**src/sdx_pkg.sv**
```systemverilog
// shared types, constants and the letter code table for the soundex word coder
// no dependencies
package sdx_pkg;

  // longest word kept; the byte after a full word is consumed and dropped
  localparam int unsigned MaxWord = 30;
  localparam int unsigned CountW = $clog2(MaxWord + 1);

  localparam int unsigned ByteW = 8;
  localparam int unsigned CharW = 7;
  localparam int unsigned CodeW = 3;
  localparam int unsigned LenW = 5;
  localparam int unsigned NumDigits = 4;
  localparam int unsigned FillW = $clog2(NumDigits + 1);

  // result of looking at one byte
  typedef struct packed {
    logic             is_letter;
    logic [CharW-1:0] lower;
    logic [CodeW-1:0] code;
  } sdx_class_t;

  // one finished word
  typedef struct packed {
    logic [CharW-1:0] first_letter;
    logic [CodeW-1:0] digit_one;
    logic [CodeW-1:0] digit_two;
    logic [CodeW-1:0] digit_three;
    logic [CodeW-1:0] digit_four;
    logic [LenW-1:0]  letter_count;
  } sdx_result_t;

  // soundex digit of a letter, a..z as 0..25 (01230120022455012623010202)
  function automatic logic [CodeW-1:0] letter_code(input logic [4:0] idx);
    logic [CodeW-1:0] c;
    case (idx)
      5'd1, 5'd5, 5'd15, 5'd21:                         c = 3'd1;
      5'd2, 5'd6, 5'd9, 5'd10, 5'd16, 5'd18, 5'd23, 5'd25: c = 3'd2;
      5'd3, 5'd19:                                       c = 3'd3;
      5'd11:                                             c = 3'd4;
      5'd12, 5'd13:                                      c = 3'd5;
      5'd17:                                             c = 3'd6;
      default:                                           c = 3'd0;
    endcase
    return c;
  endfunction

endpackage

```
**src/sdx_if.sv**
```systemverilog
// valid/ready channel interfaces for the soundex word coder
// depends on sdx_pkg
interface sdx_char_if;
  import sdx_pkg::*;
  logic             valid;
  logic             ready;
  logic [ByteW-1:0] text_byte;
  logic             end_marker;

  modport source (output valid, output text_byte, output end_marker, input ready);
  modport sink (input valid, input text_byte, input end_marker, output ready);
endinterface

interface sdx_code_if;
  import sdx_pkg::*;
  logic             valid;
  logic             ready;
  logic [CharW-1:0] first_letter;
  logic [CodeW-1:0] digit_one;
  logic [CodeW-1:0] digit_two;
  logic [CodeW-1:0] digit_three;
  logic [CodeW-1:0] digit_four;
  logic [LenW-1:0]  letter_count;

  modport source (
    output valid, output first_letter, output digit_one, output digit_two,
    output digit_three, output digit_four, output letter_count, input ready
  );
  modport sink (
    input valid, input first_letter, input digit_one, input digit_two,
    input digit_three, input digit_four, input letter_count, output ready
  );
endinterface

```
**src/sdx_classify.sv**
```systemverilog
// letter detection, case folding and code lookup for one byte
// depends on sdx_pkg
module sdx_classify import sdx_pkg::*; (
  input  logic [ByteW-1:0] byte_i,
  output sdx_class_t       class_o
);

  logic is_upper;
  logic is_lower;
  logic [CharW-1:0] folded;
  logic [4:0] idx;

  always_comb begin
    is_upper = (byte_i >= 8'h41) && (byte_i <= 8'h5A);
    is_lower = (byte_i >= 8'h61) && (byte_i <= 8'h7A);
    folded   = byte_i[CharW-1:0] | 7'h20;
    // 'a' has low five bits of one
    idx      = folded[4:0] - 5'd1;
    class_o.is_letter = is_upper || is_lower;
    class_o.lower     = folded;
    class_o.code      = letter_code(idx);
  end

endmodule

```
**src/sdx_word_state.sv**
```systemverilog
// per-word state: first letter, held digits, last code, letter count
// depends on sdx_pkg
module sdx_word_state import sdx_pkg::*; (
  input  logic        clk_i,
  input  logic        rst_ni,
  input  logic        step_i,
  input  logic        end_i,
  input  sdx_class_t  class_i,
  output logic        emit_o,
  output sdx_result_t result_o
);

  logic [CharW-1:0]  first_q, first_d;
  logic [CodeW-1:0]  digits_q [NumDigits];
  logic [CodeW-1:0]  digits_d [NumDigits];
  logic [FillW-1:0]  filled_q, filled_d;
  logic [CodeW-1:0]  prev_q, prev_d;
  logic [CountW-1:0] letters_q, letters_d;

  logic pending;
  logic cut;
  logic take;
  logic [CountW+LenW-1:0] count_wide;

  always_comb begin
    pending    = letters_q != '0;
    cut        = letters_q >= CountW'(MaxWord);
    count_wide = {{LenW{1'b0}}, letters_q};

    result_o.first_letter = first_q;
    result_o.digit_one    = digits_q[0];
    result_o.digit_two    = digits_q[1];
    result_o.digit_three  = digits_q[2];
    result_o.digit_four   = digits_q[3];
    result_o.letter_count = count_wide[LenW-1:0];

    first_d   = first_q;
    digits_d  = digits_q;
    filled_d  = filled_q;
    prev_d    = prev_q;
    letters_d = letters_q;
    emit_o    = 1'b0;
    take      = (class_i.code != '0) && (class_i.code != prev_q)
             && (filled_q < FillW'(NumDigits));

    if (end_i || cut || !class_i.is_letter) begin
      // word closes; a full word also swallows this byte
      emit_o    = end_i ? pending : (cut || pending);
      first_d   = '0;
      digits_d  = '{default: '0};
      filled_d  = '0;
      prev_d    = '0;
      letters_d = '0;
    end else if (!pending) begin
      first_d   = class_i.lower;
      digits_d  = '{default: '0};
      filled_d  = '0;
      prev_d    = '0;
      letters_d = CountW'(1);
    end else begin
      if (take) begin
        digits_d[filled_q[1:0]] = class_i.code;
        filled_d = filled_q + FillW'(1);
        prev_d   = class_i.code;
      end else begin
        prev_d = '0;
      end
      letters_d = letters_q + CountW'(1);
    end
  end

  always_ff @(posedge clk_i or negedge rst_ni) begin
    if (!rst_ni) begin
      first_q   <= '0;
      digits_q  <= '{default: '0};
      filled_q  <= '0;
      prev_q    <= '0;
      letters_q <= '0;
    end else if (step_i) begin
      first_q   <= first_d;
      digits_q  <= digits_d;
      filled_q  <= filled_d;
      prev_q    <= prev_d;
      letters_q <= letters_d;
    end
  end

endmodule

```
**src/word_soundex_encoder_unit.sv**
```systemverilog
// top level of the streaming soundex word coder
// depends on sdx_pkg, sdx_if, sdx_classify, sdx_word_state
//
//   channel  | dir | payload                                  | beat
//   ---------+-----+------------------------------------------+--------------------
//   char_i   | in  | text_byte, end_marker                    | one byte or end
//   code_o   | out | first_letter, digit_one..four, count     | one finished word
//
// one byte a cycle while no word waits untaken; a byte sits in the input register,
// and the word it closes, if any, enters the output register as the byte leaves
// while a word waits in the output register the input side still takes one
// byte into the input register, then holds it until the word is taken
// reset (rst_ni low, asynchronous) empties both registers and clears the word
// state; no clearing pass is needed
module word_soundex_encoder_unit import sdx_pkg::*; (
  input  logic clk_i,
  input  logic rst_ni,
  sdx_char_if.sink   char_i,
  sdx_code_if.source code_o
);

  // input register
  logic             in_vld_q;
  logic [ByteW-1:0] in_byte_q;
  logic             in_end_q;

  // output register
  logic        out_vld_q;
  sdx_result_t out_q;

  logic        advance;
  logic        step;
  logic        emit;
  sdx_class_t  cls;
  sdx_result_t result;

  // the stage moves whenever the result register is free or being drained
  assign advance      = !out_vld_q || code_o.ready;
  assign step         = in_vld_q && advance;
  assign char_i.ready = !in_vld_q || advance;

  sdx_classify u_classify (
    .byte_i  (in_byte_q),
    .class_o (cls)
  );

  sdx_word_state u_word_state (
    .clk_i    (clk_i),
    .rst_ni   (rst_ni),
    .step_i   (step),
    .end_i    (in_end_q),
    .class_i  (cls),
    .emit_o   (emit),
    .result_o (result)
  );

  // control flops
  always_ff @(posedge clk_i or negedge rst_ni) begin
    if (!rst_ni) begin
      in_vld_q  <= 1'b0;
      out_vld_q <= 1'b0;
    end else begin
      if (char_i.ready) begin
        in_vld_q <= char_i.valid;
      end
      if (advance) begin
        out_vld_q <= step && emit;
      end
    end
  end

  // payload flops, no reset
  always_ff @(posedge clk_i) begin
    if (char_i.valid && char_i.ready) begin
      in_byte_q <= char_i.text_byte;
      in_end_q  <= char_i.end_marker;
    end
    if (step && emit) begin
      out_q <= result;
    end
  end

  assign code_o.valid        = out_vld_q;
  assign code_o.first_letter = out_q.first_letter;
  assign code_o.digit_one    = out_q.digit_one;
  assign code_o.digit_two    = out_q.digit_two;
  assign code_o.digit_three  = out_q.digit_three;
  assign code_o.digit_four   = out_q.digit_four;
  assign code_o.letter_count = out_q.letter_count;

endmodule

```
**src/flat_wrapper.sv**
```systemverilog
// flat-port wrapper written by rule: the top's interface ports become plain ports
module word_soundex_encoder_unit_flat import sdx_pkg::*;
  (clk_i, rst_ni, char_i_valid, char_i_text_byte, char_i_end_marker, char_i_ready, code_o_valid, code_o_first_letter, code_o_digit_one, code_o_digit_two, code_o_digit_three, code_o_digit_four, code_o_letter_count, code_o_ready);
  sdx_char_if char_i_i ();
  sdx_code_if code_o_i ();
  input  logic clk_i;
  input  logic rst_ni;
  input wire logic [$bits(char_i_i.valid)-1:0] char_i_valid;
  input wire logic [$bits(char_i_i.text_byte)-1:0] char_i_text_byte;
  input wire logic [$bits(char_i_i.end_marker)-1:0] char_i_end_marker;
  output wire logic [$bits(char_i_i.ready)-1:0] char_i_ready;
  output wire logic [$bits(code_o_i.valid)-1:0] code_o_valid;
  output wire logic [$bits(code_o_i.first_letter)-1:0] code_o_first_letter;
  output wire logic [$bits(code_o_i.digit_one)-1:0] code_o_digit_one;
  output wire logic [$bits(code_o_i.digit_two)-1:0] code_o_digit_two;
  output wire logic [$bits(code_o_i.digit_three)-1:0] code_o_digit_three;
  output wire logic [$bits(code_o_i.digit_four)-1:0] code_o_digit_four;
  output wire logic [$bits(code_o_i.letter_count)-1:0] code_o_letter_count;
  input wire logic [$bits(code_o_i.ready)-1:0] code_o_ready;
  assign char_i_i.valid = char_i_valid;
  assign char_i_i.text_byte = char_i_text_byte;
  assign char_i_i.end_marker = char_i_end_marker;
  assign char_i_ready = char_i_i.ready;
  assign code_o_valid = code_o_i.valid;
  assign code_o_first_letter = code_o_i.first_letter;
  assign code_o_digit_one = code_o_i.digit_one;
  assign code_o_digit_two = code_o_i.digit_two;
  assign code_o_digit_three = code_o_i.digit_three;
  assign code_o_digit_four = code_o_i.digit_four;
  assign code_o_letter_count = code_o_i.letter_count;
  assign code_o_i.ready = code_o_ready;
  word_soundex_encoder_unit u_core (.clk_i(clk_i), .rst_ni(rst_ni), .char_i(char_i_i), .code_o(code_o_i));
endmodule
```
**config.mk**
```make
export PLATFORM = sky130hd
export DESIGN_NAME = word_soundex_encoder_unit_flat
export DESIGN_NICKNAME = d
export VERILOG_FILES = /design/src/sdx_pkg.sv /design/src/sdx_if.sv /design/src/sdx_classify.sv /design/src/sdx_word_state.sv /design/src/word_soundex_encoder_unit.sv /design/src/flat_wrapper.sv
export SDC_FILE = /design/constraint.sdc
export NUM_CORES = 1
export LEC_CHECK = 0
export ABC_AREA = 1
export BUFFER_PORTS_ARGS = -buffer_cell sky130_fd_sc_hd__buf_2
export CORE_ASPECT_RATIO = 0.7
export CORE_UTILIZATION = 40
export DETAILED_ROUTE_END_ITERATION = 8
export MAX_ROUTING_LAYER = met4
export REMOVE_ABC_BUFFERS = 1
export SYNTH_ARGS = -nofsm -noshare
export SYNTH_HDL_FRONTEND = slang
export SYNTH_HIERARCHICAL = 1
export SYNTH_SLANG_ARGS = --single-unit
```
**constraint.sdc**
```tcl
create_clock -name clk_i -period 8.9 [get_ports clk_i]
set_input_delay 1.335 -clock clk_i [delete_from_list [all_inputs] [get_ports clk_i]]
set_output_delay 1.335 -clock clk_i [all_outputs]
set_load 0.05 [all_outputs]
```
# Word level (Yosys, flattened, before mapping)
# Memories as Yosys holds them, arrays and structs flattened.
# Index checks and enable logic that the tools add are counted.
[op_classes]
eq_ne = 3
mux = 18
n_reduce_logical = 21
bitwise_logic = 1
n_shift = 0
multipliers = 0
n_lt_le_gt_ge = 8
n_div = 0
n_addsub = 3
[op_table]
columns = ["op", "count"]
rows = [
  ["12-bit 2-to-1 mux", 3],
  ["3-bit 2-to-1 mux", 7],
  ["8-bit by 7-bit >= comparator with 1-bit output (second input constant)", 2],
  ["8-bit by 7-bit less-or-equal comparator with 1-bit output (second input constant)", 2],
  ["7-bit 2-to-1 mux", 2],
  ["12-bit bitwise mux", 1],
  ["5-bit 2-to-1 mux", 2],
  ["1-bit logical AND", 8],
  ["3-bit demux with 2-bit select", 1],
  ["1-bit logical OR", 6],
  ["5-bit by 1-bit adder with 5-bit output (second input constant)", 1],
  ["5-bit >= comparator (second input constant)", 1],
  ["5-bit nonzero test", 1],
  ["5-bit by 1-bit subtractor with 5-bit output (second input constant)", 1],
  ["2-bit AND reduction", 2],
  ["3-bit by 1-bit adder with 3-bit output (second input constant)", 1],
  ["3-bit >= comparator (second input constant)", 1],
  ["1-bit logical NOT", 3],
  ["3-bit by 1-bit less-than comparator with 1-bit output (second input constant)", 1],
  ["3-bit less-than comparator (second input constant)", 1],
  ["3-bit by 1-bit inequality test with 1-bit output (second input constant)", 1],
  ["3-bit inequality test", 1],
  ["2-bit inverter with 3-bit output", 1],
  ["3-bit nonzero test", 1],
  ["other kinds (2)", 3],
]
[totals]
register_bits = 65
mem_bits_ro = 96
wordCells = 73
mem_bits_rw = 0
mem_count = 1
in_bits = 13
latchBits = 0
[memory_table]
columns = ["memory", "words", "word_bits", "read_ports", "rd_clocked_by_memory_dff", "wr", "line", "source"]
rows = [
  ["(name not given)", 32, 3, 1, 0, 0, "sdx_pkg.sv:36", "case (idx)"],
]

# Logic depth before layout (Yosys ltp)
[depth]
word_depth = 9
ltp_mapped = 18
depth_no_buf = 18

# Modules after synthesis
# Netlist, hierarchy kept.
[modules_own_cells]
columns = ["mod", "cells_per_inst", "n_inst", "area_per_inst_um2"]
rows = [
  ["sdx_word_state", 196, 1, 1624.1],
  ["word_soundex_encoder_unit", 48, 1, 1097.3],
  ["sdx_classify", 105, 1, 558.0],
]

# Worst setup path before layout
# Ideal clock, no wire load.
[synth_timing]
path_type = "reg2reg"
startpoint = "reg u_core.in_byte_q[0]"
endpoint = "reg u_core.out_q, in the netlist u_core/code_o.digit_four[0] (enable)"
period_less_slack_ps = 3306
slack_ps = 5594
arrival_time_ps = 2901
path_stages_with_launch = 14
n_path_buf = 0
t_required_ps = 8495
path_cell_list = "edfxtp_1 -> inv_1 -> ha_1 -> nand3_2 -> or2_0 -> nand3_1 -> nand2_1 -> inv_1 -> nor2_1 -> nand2_1 -> inv_2 -> nor2_1 -> inv_1 -> nor2_1"
[synth_lines]
columns = ["element", "line", "source"]
rows = [
  ["start, declared", "word_soundex_encoder_unit.sv:24", "logic [ByteW-1:0] in_byte_q;"],
  ["start signal, assigned", "word_soundex_encoder_unit.sv:75", "in_byte_q <= char_i.text_byte;"],
  ["end signal, assigned", "word_soundex_encoder_unit.sv:79", "out_q <= result;"],
  ["end, declared", "word_soundex_encoder_unit.sv:29", "sdx_result_t out_q;"],
]

==> flow_metrics.tcl <==
set metrics [dict create \
    r2r_end "u_core/code_o.first_letter[2]$_DFFE_PP_" \
    busiest_layer "met1" \
    fin_crit_sh_pct 36.8 \
    r2r-start "u_core/in_byte_q[0]$_DFFE_PP_" \
    ctsResizeCount 0 \
    async_flop_share_pct 49.2 \
    synth.top_cell.area_share_pct 30.2 \
    final_max_slew_viol_count 0 \
    place.port_buffers 38 \
    power.switching_uw 237 \
    yosysMostFrequentCell "nand2_1" \
    avgSynthCellArea_um2 9.40 \
    setup_tns_ns 0 \
    drc 0 \
    grt_pass1_wl_um 10800 \
    crit_arrival_ns 3.30 \
    status "complete, no violations" \
    clkPwrFrac_pct 43.4 \
    synth_seq_area_share_pct 54.6 \
    die_w_um 110 \
    start_kind "register" \
    clk_path_buf_depth 2 \
    hp-start "u_core/u_word_state/first_q[5]$_DFFE_PN0P_" \
    crit_fanout 15 \
    irDropWorstVdd_mv 0.118 \
    wl_per_cell_um 13.0 \
    dr.pass1.iters 5 \
    whs_path_depth 0 \
    power_uw 858 \
    p_sw_share_pct 27.6 \
    multi_input_area_um2 1250 \
    nNetsFinal 414 \
    power_frac_comb_pct 16.0 \
    synthTopCellsByCount "nand2_1, edfxtp_1, nand3_1" \
    pwr-share-seq_pct 40.6 \
    rsz0062_at_grt "false" \
    antenna_found_initial 0 \
    final_cells 493 \
    cts_tree "built" \
    final_antenna_net_count 0 \
    synthCells 349 \
    drt-total-wl_um 6420 \
    leakage_uw 0.00181 \
    grtUsageMet3_pct 5.63 \
    intPower_uw 621 \
    fin_crit_ns 3.28 \
    maxCapViolCount 0 \
    grt_use_total_pct 17.3 \
    hold-path-endpoint "u_core/code_o.first_letter[5]$_DFFE_PP_" \
    core.rowCount 27 \
    yosys.area.top_type "edfxtp_1" \
    layout-drive-gt1-share_pct 21.7 \
    start_util_pct 41.5 \
    post_cts_buffers 0 \
    ys.flop_type "edfxtp_1" \
    ys_warn_count 6 \
    finalSetupViolCount 0 \
    placed_area_um2 3510 \
    clock.fmax_ghz 0.305 \
    tightestPinTransition_ns 0.732 \
    ioPinCount 39 \
    ys_types 31 \
    htree_levels 3 \
    timing.critical_path.from "u_core/in_byte_q[0]$_DFFE_PP_" \
    overflow 0 \
    seq_area_um2 1790 \
    synth-edff-count 33 \
    fin_util_pct 48.4 \
    ys_seq_elements 65 \
    end_kind "register" \
    drt_iter0_drc 159 \
    routed-via-count 2354 \
    syn_area_um2 3280 \
    grt_util_met2_pct 21.5 \
    regToRegSetupSlack_ns 5.62 \
    synth_area_leaders "edfxtp_1, dfrtp_1, nand2_1" \
    die_h_um 77.8 \
    viasPerCell 4.77 \
    clock_latency_ns 0.33 \
    clock_skew_ns 0.00800 \
    gp_congestion 0.854 \
    core_area_um2 7910 \
    critical_path_class "reg -> reg" \
    min_path_type "reg -> reg" \
    required_ns 8.92 \
    slew_headroom_pct 51.2 \
    area.growth.synth_to_final_pct 16.6 \
    nFillCells 765 \
    diodes 0 \
    p_per_area_nw_per_um2 224 \
    grt_max_degree 36 \
    place_hpwl_um 4650 \
    cts_sinks 65 \
    grt_pass1_vias 2101 \
    cts-hold-fix-buffers 0 \
    stdcell_area_um2 3820 \
    die-area_um2 8570 \
    path_clk_slew_ns 0.05 \
    root_buffer "clkbuf_16" \
    finalHoldViolCount 0 \
    cts_inserted_buffers 9 \
    place_inst 477 \
    ff2ff_path_depth 15 \
    gr-usage-met1_pct 26.4 \
]
-- routing by layer --
| metal | wire (um) | vias to the layer above | share of wire, % |
|---|---|---|---|
| li1 | - | 1192 | - |
| met1 | 3380 | 1073 | 53 |
| met2 | 2580 | 81 | 40 |
| met3 | 415 | 8 | 6.5 |
| met4 | 44 | 0 | 0.69 |
| met5 | 0 | - | 0 |
-- stage by stage --
stage	hold slack, ns	worst slack, ns
3_5_place_dp	0.432	5.62
3_3_place_gp	0.432	5.76
6_report	0.438	5.62
2_1_floorplan	0.425	5.59
4_1_cts	0.447	5.59
5_1_grt	0.459	5.29
-- cells by family after synthesis --
kind of cell | share of synthesized area, %
DFF | 54.6
buffers and inverters | 7.25
adders and majority gates | 5.34
xor gates and xnor gates | 0.801
and+or+nand+nor | 29.4
other | 0.114
AOI/OAI and AO/OA | 2.48
-- state kept, by name, summed over array words and instances, names as in the netlist --
signal / flops
u_core/u_word_state/result_o: 12
u_core/in_byte_q: 8
u_core/code_o.first_letter: 7
u_core/u_word_state/first_q: 7
u_core/code_o.letter_count: 5
u_core/u_word_state/letters_q: 5
u_core/code_o.digit_four: 3
u_core/code_o.digit_one: 3
u_core/code_o.digit_three: 3
u_core/code_o.digit_two: 3
u_core/u_word_state/filled_q: 3
u_core/u_word_state/prev_q: 3
u_core/code_o.valid: 1
u_core/in_end_q: 1
u_core/in_vld_q: 1
-- worst max-delay path by stage --
| stage | slack [ns] | end |
|---|---|---|
| finish | 5.62 | u_core/code_o.first_letter[2]$_DFFE_PP_ |
| global route | 5.29 | u_core/code_o.letter_count[4]$_DFFE_PP_ |
| CTS | 5.59 | u_core/code_o.digit_two[0]$_DFFE_PP_ |
| detailed placement | 5.62 | u_core/code_o.first_letter[2]$_DFFE_PP_ |
| global placement | 5.76 | u_core/code_o.first_letter[0]$_DFFE_PP_ |
| floorplan | 5.59 | u_core/code_o.digit_four[0]$_DFFE_PP_ |
-- cell usage in the layout, fill, tap and decap left out --
master     Yosys  final
o21ai_1        5      5
nor3b_1        1      1
buf_4          9      1
nor3_2         2      2
nand3_4        1      1
nor2_1        24     23
edfxtp_1      33     33
o22ai_1        1      1
ha_1          14     14
clkinv_1       0      2
nor3_1         4      4
dfrtp_1       32     32
conb_1         1      1
clkbuf_16      0      9
nand2_2        6      6
nor2_4         3      3
nand2_4        2      2
nor2_8         1      1
a21oi_1        2      2
or2_0          1      1
inv_1         31     31
clkbuf_1       0      2
clkbuf_8       0      1
bufinv_16      0      2
nand2_1      109    109
nand3_1       33     33
xnor2_1        1      1
nor2_2         2      3
inv_2          7      7
nand3_2        8      8
xor2_1         2      2
or2_4          1      1
buf_2          1     38
nand4_1        2      2
o21ai_0        8      8
-- layout make-up --
class | count | share of cell area, %
repair buffers | 39 | 5.17
clock buffers | 12 | 6.44
flip-flops and latches | 65 | 46.8
well taps | 101 | 3.30
inverters | 38 | 3.73
clock inverters | 4 | 1.77
multi-input cells | 234 | 32.7
-- worst max-delay path: stages (launching register included) --
cell and delay, ns:
edfxtp_1 0.47, inv_1 0.25, ha_1 0.35, nand2_2 0.12, nand2_1 0.11, nand3_1 0.10
nand2_1 0.09, nand2_1 0.05, inv_1 0.04, nor2_1 0.07, nand2_1 0.20, inv_2 0.13
nor2_1 0.11, inv_1 0.07, nor2_2 0.46, buf_4 0.33
-- power by group through the flow --
stage	Sequential (uW)	Clock, uW	Combinational [uW]
floorplan	381	0	74.6
global placement	354	0	137
detailed placement	354	0	137
CTS	349	382	138
global route	351	393	152
finish	349	372	137
Power figures use the tool's default switching activity.
